==> src/rtl/sorted_list_insert_delete_top_defines.svh <==
// ---------------------------------------------------------------------------
// Sorted list assertion macros
// Shared assertion forms for the sorted list block: a same-cycle implication
// and a next-cycle implication, both held off during reset.
// ---------------------------------------------------------------------------
`ifndef SORTED_LIST_INSERT_DELETE_TOP_DEFINES_SVH
`define SORTED_LIST_INSERT_DELETE_TOP_DEFINES_SVH

// The consequent must hold in the same cycle as the antecedent.
`define SLI_ASSERT_IMPL(label, clk, rst, ante, cons) \
  label: assert property (@(posedge clk) disable iff (rst) (ante) |-> (cons)) \
    else $error("sorted list: same-cycle check failed");

// The consequent must hold in the cycle after the antecedent.
`define SLI_ASSERT_NEXT(label, clk, rst, ante, cons) \
  label: assert property (@(posedge clk) disable iff (rst) (ante) |=> (cons)) \
    else $error("sorted list: next-cycle check failed");

`endif

==> src/rtl/sli_pkg.sv <==
// ---------------------------------------------------------------------------
// Sorted list package
// Widths, codes and the structures that pass between the top level and the
// row of storage cells.
// ---------------------------------------------------------------------------
package sli_pkg;

  localparam int KEY_W        = 32;
  localparam int COUNT_OUT_W  = 5;
  localparam int CAPACITY_DEF = 16;

  typedef enum logic {
    OP_INSERT = 1'b0,
    OP_DELETE = 1'b1
  } opcode_t;

  typedef enum logic [1:0] {
    ST_INSERTED  = 2'd0,
    ST_FULL      = 2'd1,
    ST_DELETED   = 2'd2,
    ST_NOT_FOUND = 2'd3
  } status_t;

  // Broadcast to every cell in the row.
  typedef struct packed {
    logic                    ins_en;
    logic                    del_en;
    logic signed [KEY_W-1:0] key;
  } cmd_t;

  // Handed from each cell to its right-hand neighbour.
  typedef struct packed {
    logic                    lt;
    logic signed [KEY_W-1:0] val;
  } link_t;

endpackage

==> src/rtl/sli_cell.sv <==
// ---------------------------------------------------------------------------
// Sorted list cell
// One place of the list: holds a key, compares it with the broadcast key and
// takes its new key from itself, the broadcast key or a neighbour.
// ---------------------------------------------------------------------------
module sli_cell (
  input  logic                           clk,
  input  sli_pkg::cmd_t                  cmd,
  input  logic                           occ,
  input  sli_pkg::link_t                 from_left,
  input  logic signed [sli_pkg::KEY_W-1:0] from_right,
  output sli_pkg::link_t                 to_right,
  output logic                           found_here,
  output logic signed [sli_pkg::KEY_W-1:0] val_next
);

  logic signed [sli_pkg::KEY_W-1:0] val;
  logic                             lt;
  logic                             at_pos;

  // The list is ascending, so the cells that hold smaller keys form a prefix;
  // the first cell outside it is the insertion point.
  assign lt     = occ && (val < cmd.key);
  assign at_pos = from_left.lt && !lt;

  assign found_here = at_pos && occ && (val == cmd.key);

  always_comb begin
    priority if (cmd.ins_en && !lt) begin
      val_next = at_pos ? cmd.key : from_left.val;
    end else if (cmd.del_en && !lt) begin
      val_next = from_right;
    end else begin
      val_next = val;
    end
  end

  always_ff @(posedge clk) begin
    val <= val_next;
  end

  assign to_right.lt  = lt;
  assign to_right.val = val;

endmodule

==> src/rtl/sorted_list_insert_delete_top.sv <==
// ---------------------------------------------------------------------------
// Sorted list top level
// Bounded ascending list of signed keys with insert and delete, built as a
// row of compare-and-shift cells.
// ---------------------------------------------------------------------------
// The block takes one beat per clock cycle unless its output is held off, and
// returns one result beat in the cycle after it is accepted. Every cell
// compares the broadcast key with its own entry in parallel; the cells from
// the insert or delete point on shift one place at once, whatever the length.
// The output register lets a new beat enter in the same cycle as the previous
// result leaves; while a result is held off, the input stalls.
// Inserts go before the first entry not smaller than the key, deletes remove
// the first equal entry. Count is reported in its low five bits.
`include "sorted_list_insert_delete_top_defines.svh"

module sorted_list_insert_delete_top #(
  parameter int CAPACITY = sli_pkg::CAPACITY_DEF
) (
  input  logic                                 clk,
  input  logic                                 rst,
  input  logic                                 in_valid,
  output logic                                 in_stall,
  input  logic                                 opcode,
  input  logic signed [sli_pkg::KEY_W-1:0]     value,
  output logic                                 out_valid,
  input  logic                                 out_stall,
  output logic [1:0]                           status,
  output logic [sli_pkg::COUNT_OUT_W-1:0]      count,
  output logic signed [sli_pkg::KEY_W-1:0]     smallest,
  output logic                                 nonempty
);

  localparam int CNT_W = $clog2(CAPACITY + 1);

  logic [CNT_W-1:0]                 held;
  logic [CNT_W-1:0]                 held_next;
  logic                             in_acc;
  logic                             is_ins;
  logic                             full;
  logic                             found;
  sli_pkg::cmd_t                    cmd;
  sli_pkg::status_t                 st;
  logic [CAPACITY-1:0]              occ;
  logic [CAPACITY-1:0]              found_vec;
  sli_pkg::link_t                   link [CAPACITY+1];
  logic signed [sli_pkg::KEY_W-1:0] cell_next [CAPACITY];
  logic [CNT_W+sli_pkg::COUNT_OUT_W-1:0] held_wide;

  assign in_stall = out_valid && out_stall;
  assign in_acc   = in_valid && !in_stall;
  assign is_ins   = (opcode == sli_pkg::OP_INSERT);
  assign full     = (held == CNT_W'(CAPACITY));
  assign found    = |found_vec;

  assign cmd.key    = value;
  assign cmd.ins_en = in_acc && is_ins && !full;
  assign cmd.del_en = in_acc && !is_ins && found;

  // Left boundary: everything before the first cell counts as smaller.
  assign link[0].lt  = 1'b1;
  assign link[0].val = '0;

  for (genvar i = 0; i < CAPACITY; i++) begin : g_cell
    localparam logic [CNT_W-1:0] IDX = CNT_W'(i);
    logic signed [sli_pkg::KEY_W-1:0] right_val;

    assign occ[i] = (held > IDX);

    if (i == CAPACITY - 1) begin : g_last
      assign right_val = '0;
    end else begin : g_inner
      assign right_val = link[i+2].val;
    end

    sli_cell u_cell (
      .clk        (clk),
      .cmd        (cmd),
      .occ        (occ[i]),
      .from_left  (link[i]),
      .from_right (right_val),
      .to_right   (link[i+1]),
      .found_here (found_vec[i]),
      .val_next   (cell_next[i])
    );
  end

  always_comb begin
    held_next = held;
    if (cmd.ins_en) begin
      held_next = held + CNT_W'(1);
    end else if (cmd.del_en) begin
      held_next = held - CNT_W'(1);
    end
  end

  always_comb begin
    unique case ({is_ins, full, found})
      3'b110, 3'b111: st = sli_pkg::ST_FULL;
      3'b100, 3'b101: st = sli_pkg::ST_INSERTED;
      3'b001, 3'b011: st = sli_pkg::ST_DELETED;
      default:        st = sli_pkg::ST_NOT_FOUND;
    endcase
  end

  assign held_wide = {{sli_pkg::COUNT_OUT_W{1'b0}}, held_next};

  always_ff @(posedge clk) begin
    if (rst) begin
      held      <= '0;
      out_valid <= 1'b0;
    end else begin
      held <= held_next;
      if (in_acc) begin
        out_valid <= 1'b1;
      end else if (!out_stall) begin
        out_valid <= 1'b0;
      end
    end
  end

  always_ff @(posedge clk) begin
    if (in_acc) begin
      status   <= st;
      count    <= held_wide[sli_pkg::COUNT_OUT_W-1:0];
      smallest <= (held_next != '0) ? cell_next[0] : '0;
      nonempty <= (held_next != '0);
    end
  end

  // At most one cell can be the first equal entry.
  `SLI_ASSERT_IMPL(a_found_unique, clk, rst, 1'b1, $onehot0(found_vec))
  // An insert into a list with room grows it by exactly one.
  `SLI_ASSERT_NEXT(a_ins_grows, clk, rst, cmd.ins_en, held == $past(held) + CNT_W'(1))
  // A successful delete shrinks the list by exactly one.
  `SLI_ASSERT_NEXT(a_del_shrinks, clk, rst, cmd.del_en, held == $past(held) - CNT_W'(1))
  // The two front entries stay in ascending order.
  `SLI_ASSERT_IMPL(a_front_sorted, clk, rst, occ[1], link[1].val <= link[2].val)
  // Every accepted beat leaves a result waiting.
  `SLI_ASSERT_NEXT(a_result_follows, clk, rst, in_acc, out_valid)

endmodule

==> config.mk <==
export PLATFORM = sky130hd
export DESIGN_NAME = sorted_list_insert_delete_top
export DESIGN_NICKNAME = d
export VERILOG_FILES = /design/src/rtl/sli_pkg.sv /design/src/rtl/sli_cell.sv /design/src/rtl/sorted_list_insert_delete_top.sv
export VERILOG_INCLUDE_DIRS = /design/src /design/src/rtl
export SDC_FILE = /design/constraint.sdc
export NUM_CORES = 2
export LEC_CHECK = 0
export ABC_AREA = 1
export BUFFER_PORTS_ARGS = -buffer_cell sky130_fd_sc_hd__buf_2
export CORE_ASPECT_RATIO = 1.2
export CORE_UTILIZATION = 37
export DETAILED_ROUTE_END_ITERATION = 12
export SLEW_MARGIN = 5
export SYNTH_ARGS = -nofsm -noshare
export SYNTH_HDL_FRONTEND = slang
export SYNTH_SLANG_ARGS = --single-unit
==> constraint.sdc <==
create_clock -name clk -period 5.7 [get_ports clk]
set_input_delay 0.57 -clock clk [delete_from_list [all_inputs] [get_ports clk]]
set_output_delay 0.57 -clock clk [all_outputs]
set_load 0.05 [all_outputs]
==> Implementation_results.wiki <==
{| class="wikitable"
! Metric !! Value
|-
| Boundary pin count || 79
|-
| Result of the run || finished clean
|-
| Multi-input gate area || 21300 µm²
|-
| Number of slew-limit violations in the final report || 0
|-
| Number of nets in the final layout || 5457
|-
| Type of element capturing the critical path || register
|-
| CTS Hold Buffers Added || 0
|-
| Initial cell density of the core || 0.3738
|-
| Type of origin of the critical path || primary input
|-
| Net count after synthesis || 5441
|-
| Area of the mapped netlist || 40370 µm²
|-
| Count of TritonRoute iterations in the first routing pass || 6
|-
| First-pass GRT wire length || 198300 µm
|-
| Cell chosen for the clock root || sky130_fd_sc_hd__clkbuf_16
|-
| Number of endpoints failing setup at the final stage || 0
|-
| Critical R2R Launch || g_cell[12].u_cell.val[7]
|-
| Setup TNS || 0 ns
|-
| Crit path DAT || 4.94 ns
|-
| Detailed placement HPWL || 98510 µm
|-
| Worst Path Class, Setup || primary input to register
|-
| Min Tclk post-route || 4.686 ns
|-
| Filler Cells Inserted || 10890
|-
| Hold path endpoint || out_valid
|-
| HP Class || primary input to register
|-
| Post-route antenna net violation count || 0
|-
| Number of rows created at floorplan || 132
|-
| Routability cong. || 0.8899
|-
| Commonest cells after routing, fill and taps aside || sky130_fd_sc_hd__o21ai_0, sky130_fd_sc_hd__nand2_1, sky130_fd_sc_hd__a21oi_1, sky130_fd_sc_hd__edfxtp_1, sky130_fd_sc_hd__ha_1
|-
| Worst-path clk slew || 0.06 ns
|-
| Sequential cell area || 16380 µm²
|-
| Most used DFF post-synth || sky130_fd_sc_hd__edfxtp_1
|-
| Critical path peak fanout || 32
|-
| Die Wd || 303.5 µm
|-
| Max Buffers Root-to-Sink || 3
|-
| Hold_ws || 0.2157 ns
|-
| Worst-case reg-to-reg path depth || 21
|-
| Terminus of the critical flop-to-flop path || g_cell[1].u_cell.val[22]
|-
| Combined global-route utilization of all metal layers || 0.2286
|-
| Number of buffers inserted by port buffering || 78
|-
| Highest clock frequency the design can meet || 213.4 MHz
|-
| Part of the cycle the worst path needs || 0.8220
|-
| Worst hold path stage count || 3
|-
| Max-cap violations || 0
|-
| Sequential fraction of the synthesis area || 0.4056
|-
| Number of clock sinks || 558
|-
| Fraction of registers with async set/reset || 0
|-
| Internal portion of total power || 0.008530 W
|-
| CTS Buf Count || 70
|-
| Setup repair after global routing missed its margin || no
|-
| Overflow left after global routing || 0
|-
| Worst-Skew Late Latency || 0.63 ns
|-
| Drc violations || 0
|-
| H-tree levels || 3
|-
| Clock skew || 0.02099 ns
|-
| Final wirelength || 127100 µm
|-
| Maximum number of pins on one net before global-route repair || 65
|-
| Setup slack on the worst flop-to-flop path || 1.44 ns
|-
| Count of different cell masters after synthesis || 47
|-
| Clock network fraction of design power || 0.358
|-
| Required arrival time at the worst endpoint || 5.95 ns
|-
| Core area || 108000 µm²
|-
| Switching part of the total || 0.3230
|-
| Leading cell type in the layout, fill and taps excluded || sky130_fd_sc_hd__o21ai_0
|-
| Sw power || 0.004070 W
|-
| Post-CTS Resized || 0
|-
| Combinational Power Share || 0.229
|-
| Worst setup path startpoint || value[6]
|-
| Tightest Pin Transition || 0.9919 ns
|-
| First-iteration detailed-routing DRC count || 2688
|-
| Post-CTS setup buffer count || 0
|-
| Peak supply drop || 0.1910 mV
|-
| Sequential fraction of design power || 0.413
|-
| Power Density || 280.0 nW/µm²
|-
| Floorplan die height || 363.8 µm
|-
| Share of post-route cells with drive strength above 1 || 0.08057
|-
| Via count of the first global-routing pass || 34900
|-
| Hold Crit Start || out_stall
|-
| Die outline area || 110400 µm²
|-
| Ys Warns || 0
|-
| Initial antenna violation count || 1
|-
| Worst slew slack as a fraction of its limit || 0.3372
|-
| Hold Vio Cnt, Final || 0
|-
| Via density per instance || 5.533
|-
| Vias || 35190
|-
| Static leakage || 19.24 nW
|-
| Final routed wire length divided by cell count || 19.98 µm
|-
| Area added between synthesis and finish || 11.48%
|-
| Number of enable flip-flop cells after synthesis || 520
|-
| Mean post-synth cell area || 8.261 µm²
|-
| Number of synthesized register bits || 558
|-
| Clock tree from TritonCTS || built
|-
| Instance count of the mapped netlist || 4887
|}
worst max path at each step:
stage	to	slack [ns]	cells after the start
after floorplan	g_cell[15].u_cell.val[0]	0.16	9
after global placement	g_cell[1].u_cell.val[5]	0.50	23
after detailed placement	g_cell[1].u_cell.val[5]	0.46	23
after CTS	g_cell[1].u_cell.val[22]	1.10	23
after global routing	smallest[7]	0.74	26
final	g_cell[1].u_cell.val[22]	1.01	23
logic make-up (layout without fill, tap and decap cells):
group,count (synthesis),in the layout,synth area share
AOI/OAI and AO/OA,1799,1799,0.2321
xor gates and xnor gates,1,1,0.0002170
adders and majority gates,517,517,0.1602
buffers and inverters,754,819,0.07094
DFF,558,558,0.4056
other,0,1,0
and+or+nand+nor,1258,1258,0.1309
power groups by stage:
stage                     sequential, W  combinational [W]  clock [W]
after floorplan                 0.00534            0.00186          0
after detailed placement        0.00528            0.00287          0
final                           0.00520            0.00289    0.00451
after global placement          0.00527            0.00281          0
after CTS                       0.00520            0.00288    0.00459
after global routing            0.00524            0.00327    0.00473
routing by layer:
metal  vias up  track usage  part of all wire
met4         0      0.08382             0.035
met3       233      0.02408             0.048
met1     16560       0.2809              0.42
li1      17350            -                 -
met2      1053       0.4083              0.50
met5         -            0                 0
worst max-delay path, cell delays in order:
cell	delay, ns
sky130_fd_sc_hd__buf_2	0.32
sky130_fd_sc_hd__inv_1	0.45
sky130_fd_sc_hd__ha_1	0.45
sky130_fd_sc_hd__nand2_1	0.07
sky130_fd_sc_hd__nor2_1	0.26
sky130_fd_sc_hd__nand2_1	0.09
sky130_fd_sc_hd__nand2_1	0.12
sky130_fd_sc_hd__nand2_1	0.07
sky130_fd_sc_hd__nand2_1	0.12
sky130_fd_sc_hd__nand2_1	0.10
sky130_fd_sc_hd__nand3_1	0.12
sky130_fd_sc_hd__nand2_1	0.07
sky130_fd_sc_hd__nor2_1	0.42
sky130_fd_sc_hd__nand3_1	0.27
sky130_fd_sc_hd__nand2_1	0.13
sky130_fd_sc_hd__nor2_1	0.06
sky130_fd_sc_hd__nand2_2	0.14
sky130_fd_sc_hd__o21ai_4	0.08
sky130_fd_sc_hd__nand2_2	0.09
sky130_fd_sc_hd__inv_1	0.10
sky130_fd_sc_hd__buf_4	0.26
sky130_fd_sc_hd__nor2_4	0.11
sky130_fd_sc_hd__buf_4	0.44
synth_stat cells, types with 2 or more instances:
cell type / number / share of area
sky130_fd_sc_hd__nand2_2: 7 / 0.0011
sky130_fd_sc_hd__inv_1: 476 / 0.044
sky130_fd_sc_hd__nor2_4: 5 / 0.0014
sky130_fd_sc_hd__nor3_2: 2 / 0.00050
sky130_fd_sc_hd__o21a_1: 28 / 0.0052
sky130_fd_sc_hd__inv_2: 13 / 0.0012
sky130_fd_sc_hd__a31oi_1: 3 / 0.00046
sky130_fd_sc_hd__nor2_1: 258 / 0.024
sky130_fd_sc_hd__buf_2: 3 / 0.00037
sky130_fd_sc_hd__nor4_2: 7 / 0.0022
sky130_fd_sc_hd__ha_1: 517 / 0.16
sky130_fd_sc_hd__nand3b_2: 2 / 0.00056
sky130_fd_sc_hd__o21ai_0: 896 / 0.11
sky130_fd_sc_hd__nand3_1: 106 / 0.013
sky130_fd_sc_hd__and3_1: 3 / 0.00046
sky130_fd_sc_hd__o21bai_1: 7 / 0.0013
sky130_fd_sc_hd__o21ai_1: 8 / 0.00099
sky130_fd_sc_hd__clkbuf_1: 241 / 0.022
sky130_fd_sc_hd__buf_4: 2 / 0.00037
sky130_fd_sc_hd__a21o_1: 10 / 0.0019
sky130_fd_sc_hd__o21ai_2: 2 / 0.00043
sky130_fd_sc_hd__nand3_2: 4 / 0.00099
sky130_fd_sc_hd__nor3b_1: 5 / 0.00093
sky130_fd_sc_hd__o22ai_1: 100 / 0.015
sky130_fd_sc_hd__a21oi_1: 709 / 0.088
sky130_fd_sc_hd__buf_1: 16 / 0.0015
sky130_fd_sc_hd__edfxtp_1: 520 / 0.39
sky130_fd_sc_hd__nand3b_1: 7 / 0.0013
sky130_fd_sc_hd__nand2_1: 777 / 0.072
sky130_fd_sc_hd__dfxtp_1: 38 / 0.019
sky130_fd_sc_hd__buf_6: 3 / 0.00084
sky130_fd_sc_hd__a211oi_1: 32 / 0.0060
sky130_fd_sc_hd__nor2_2: 11 / 0.0017
sky130_fd_sc_hd__nor3_1: 16 / 0.0020
sky130_fd_sc_hd__nor4_1: 7 / 0.0011
sky130_fd_sc_hd__nand4_1: 35 / 0.0054
final cells by class:
class / instances / share of cell area
Timing Repair Buffer: 209 / 0.03330
Antenna cell: 1 / 0.00005560
Clock buffer: 106 / 0.04579
Sequential cell: 558 / 0.3638
Tap cell: 1407 / 0.03911
Inverter: 489 / 0.04078
Clock inverter: 15 / 0.003920
Multi-Input combinational cell: 3575 / 0.4732
sequential cells by signal, summed over array words and instances, names as in the netlist:
register	flops
g_cell.u_cell.val	512
smallest	32
count	5
held	5
status	2
nonempty	1
out_valid	1
per-stage QoR:
step,worst slack [ns],utilization,power (W),instance area (µm²),cells
3_3_place_gp,0.5047,0.3959,0.008082,42770,6238
3_5_place_dp,0.4585,0.3959,0.008147,42770,6238
4_1_cts,1.098,0.4167,0.01267,45000,6359
2_1_floorplan,0.1573,-,0.007209,40370,4887
5_1_grt,0.7438,0.4167,0.01324,45000,6359
6_report,1.014,0.4167,0.01260,45010,6360
No activity file was read; power rests on OpenSTA's default activity.
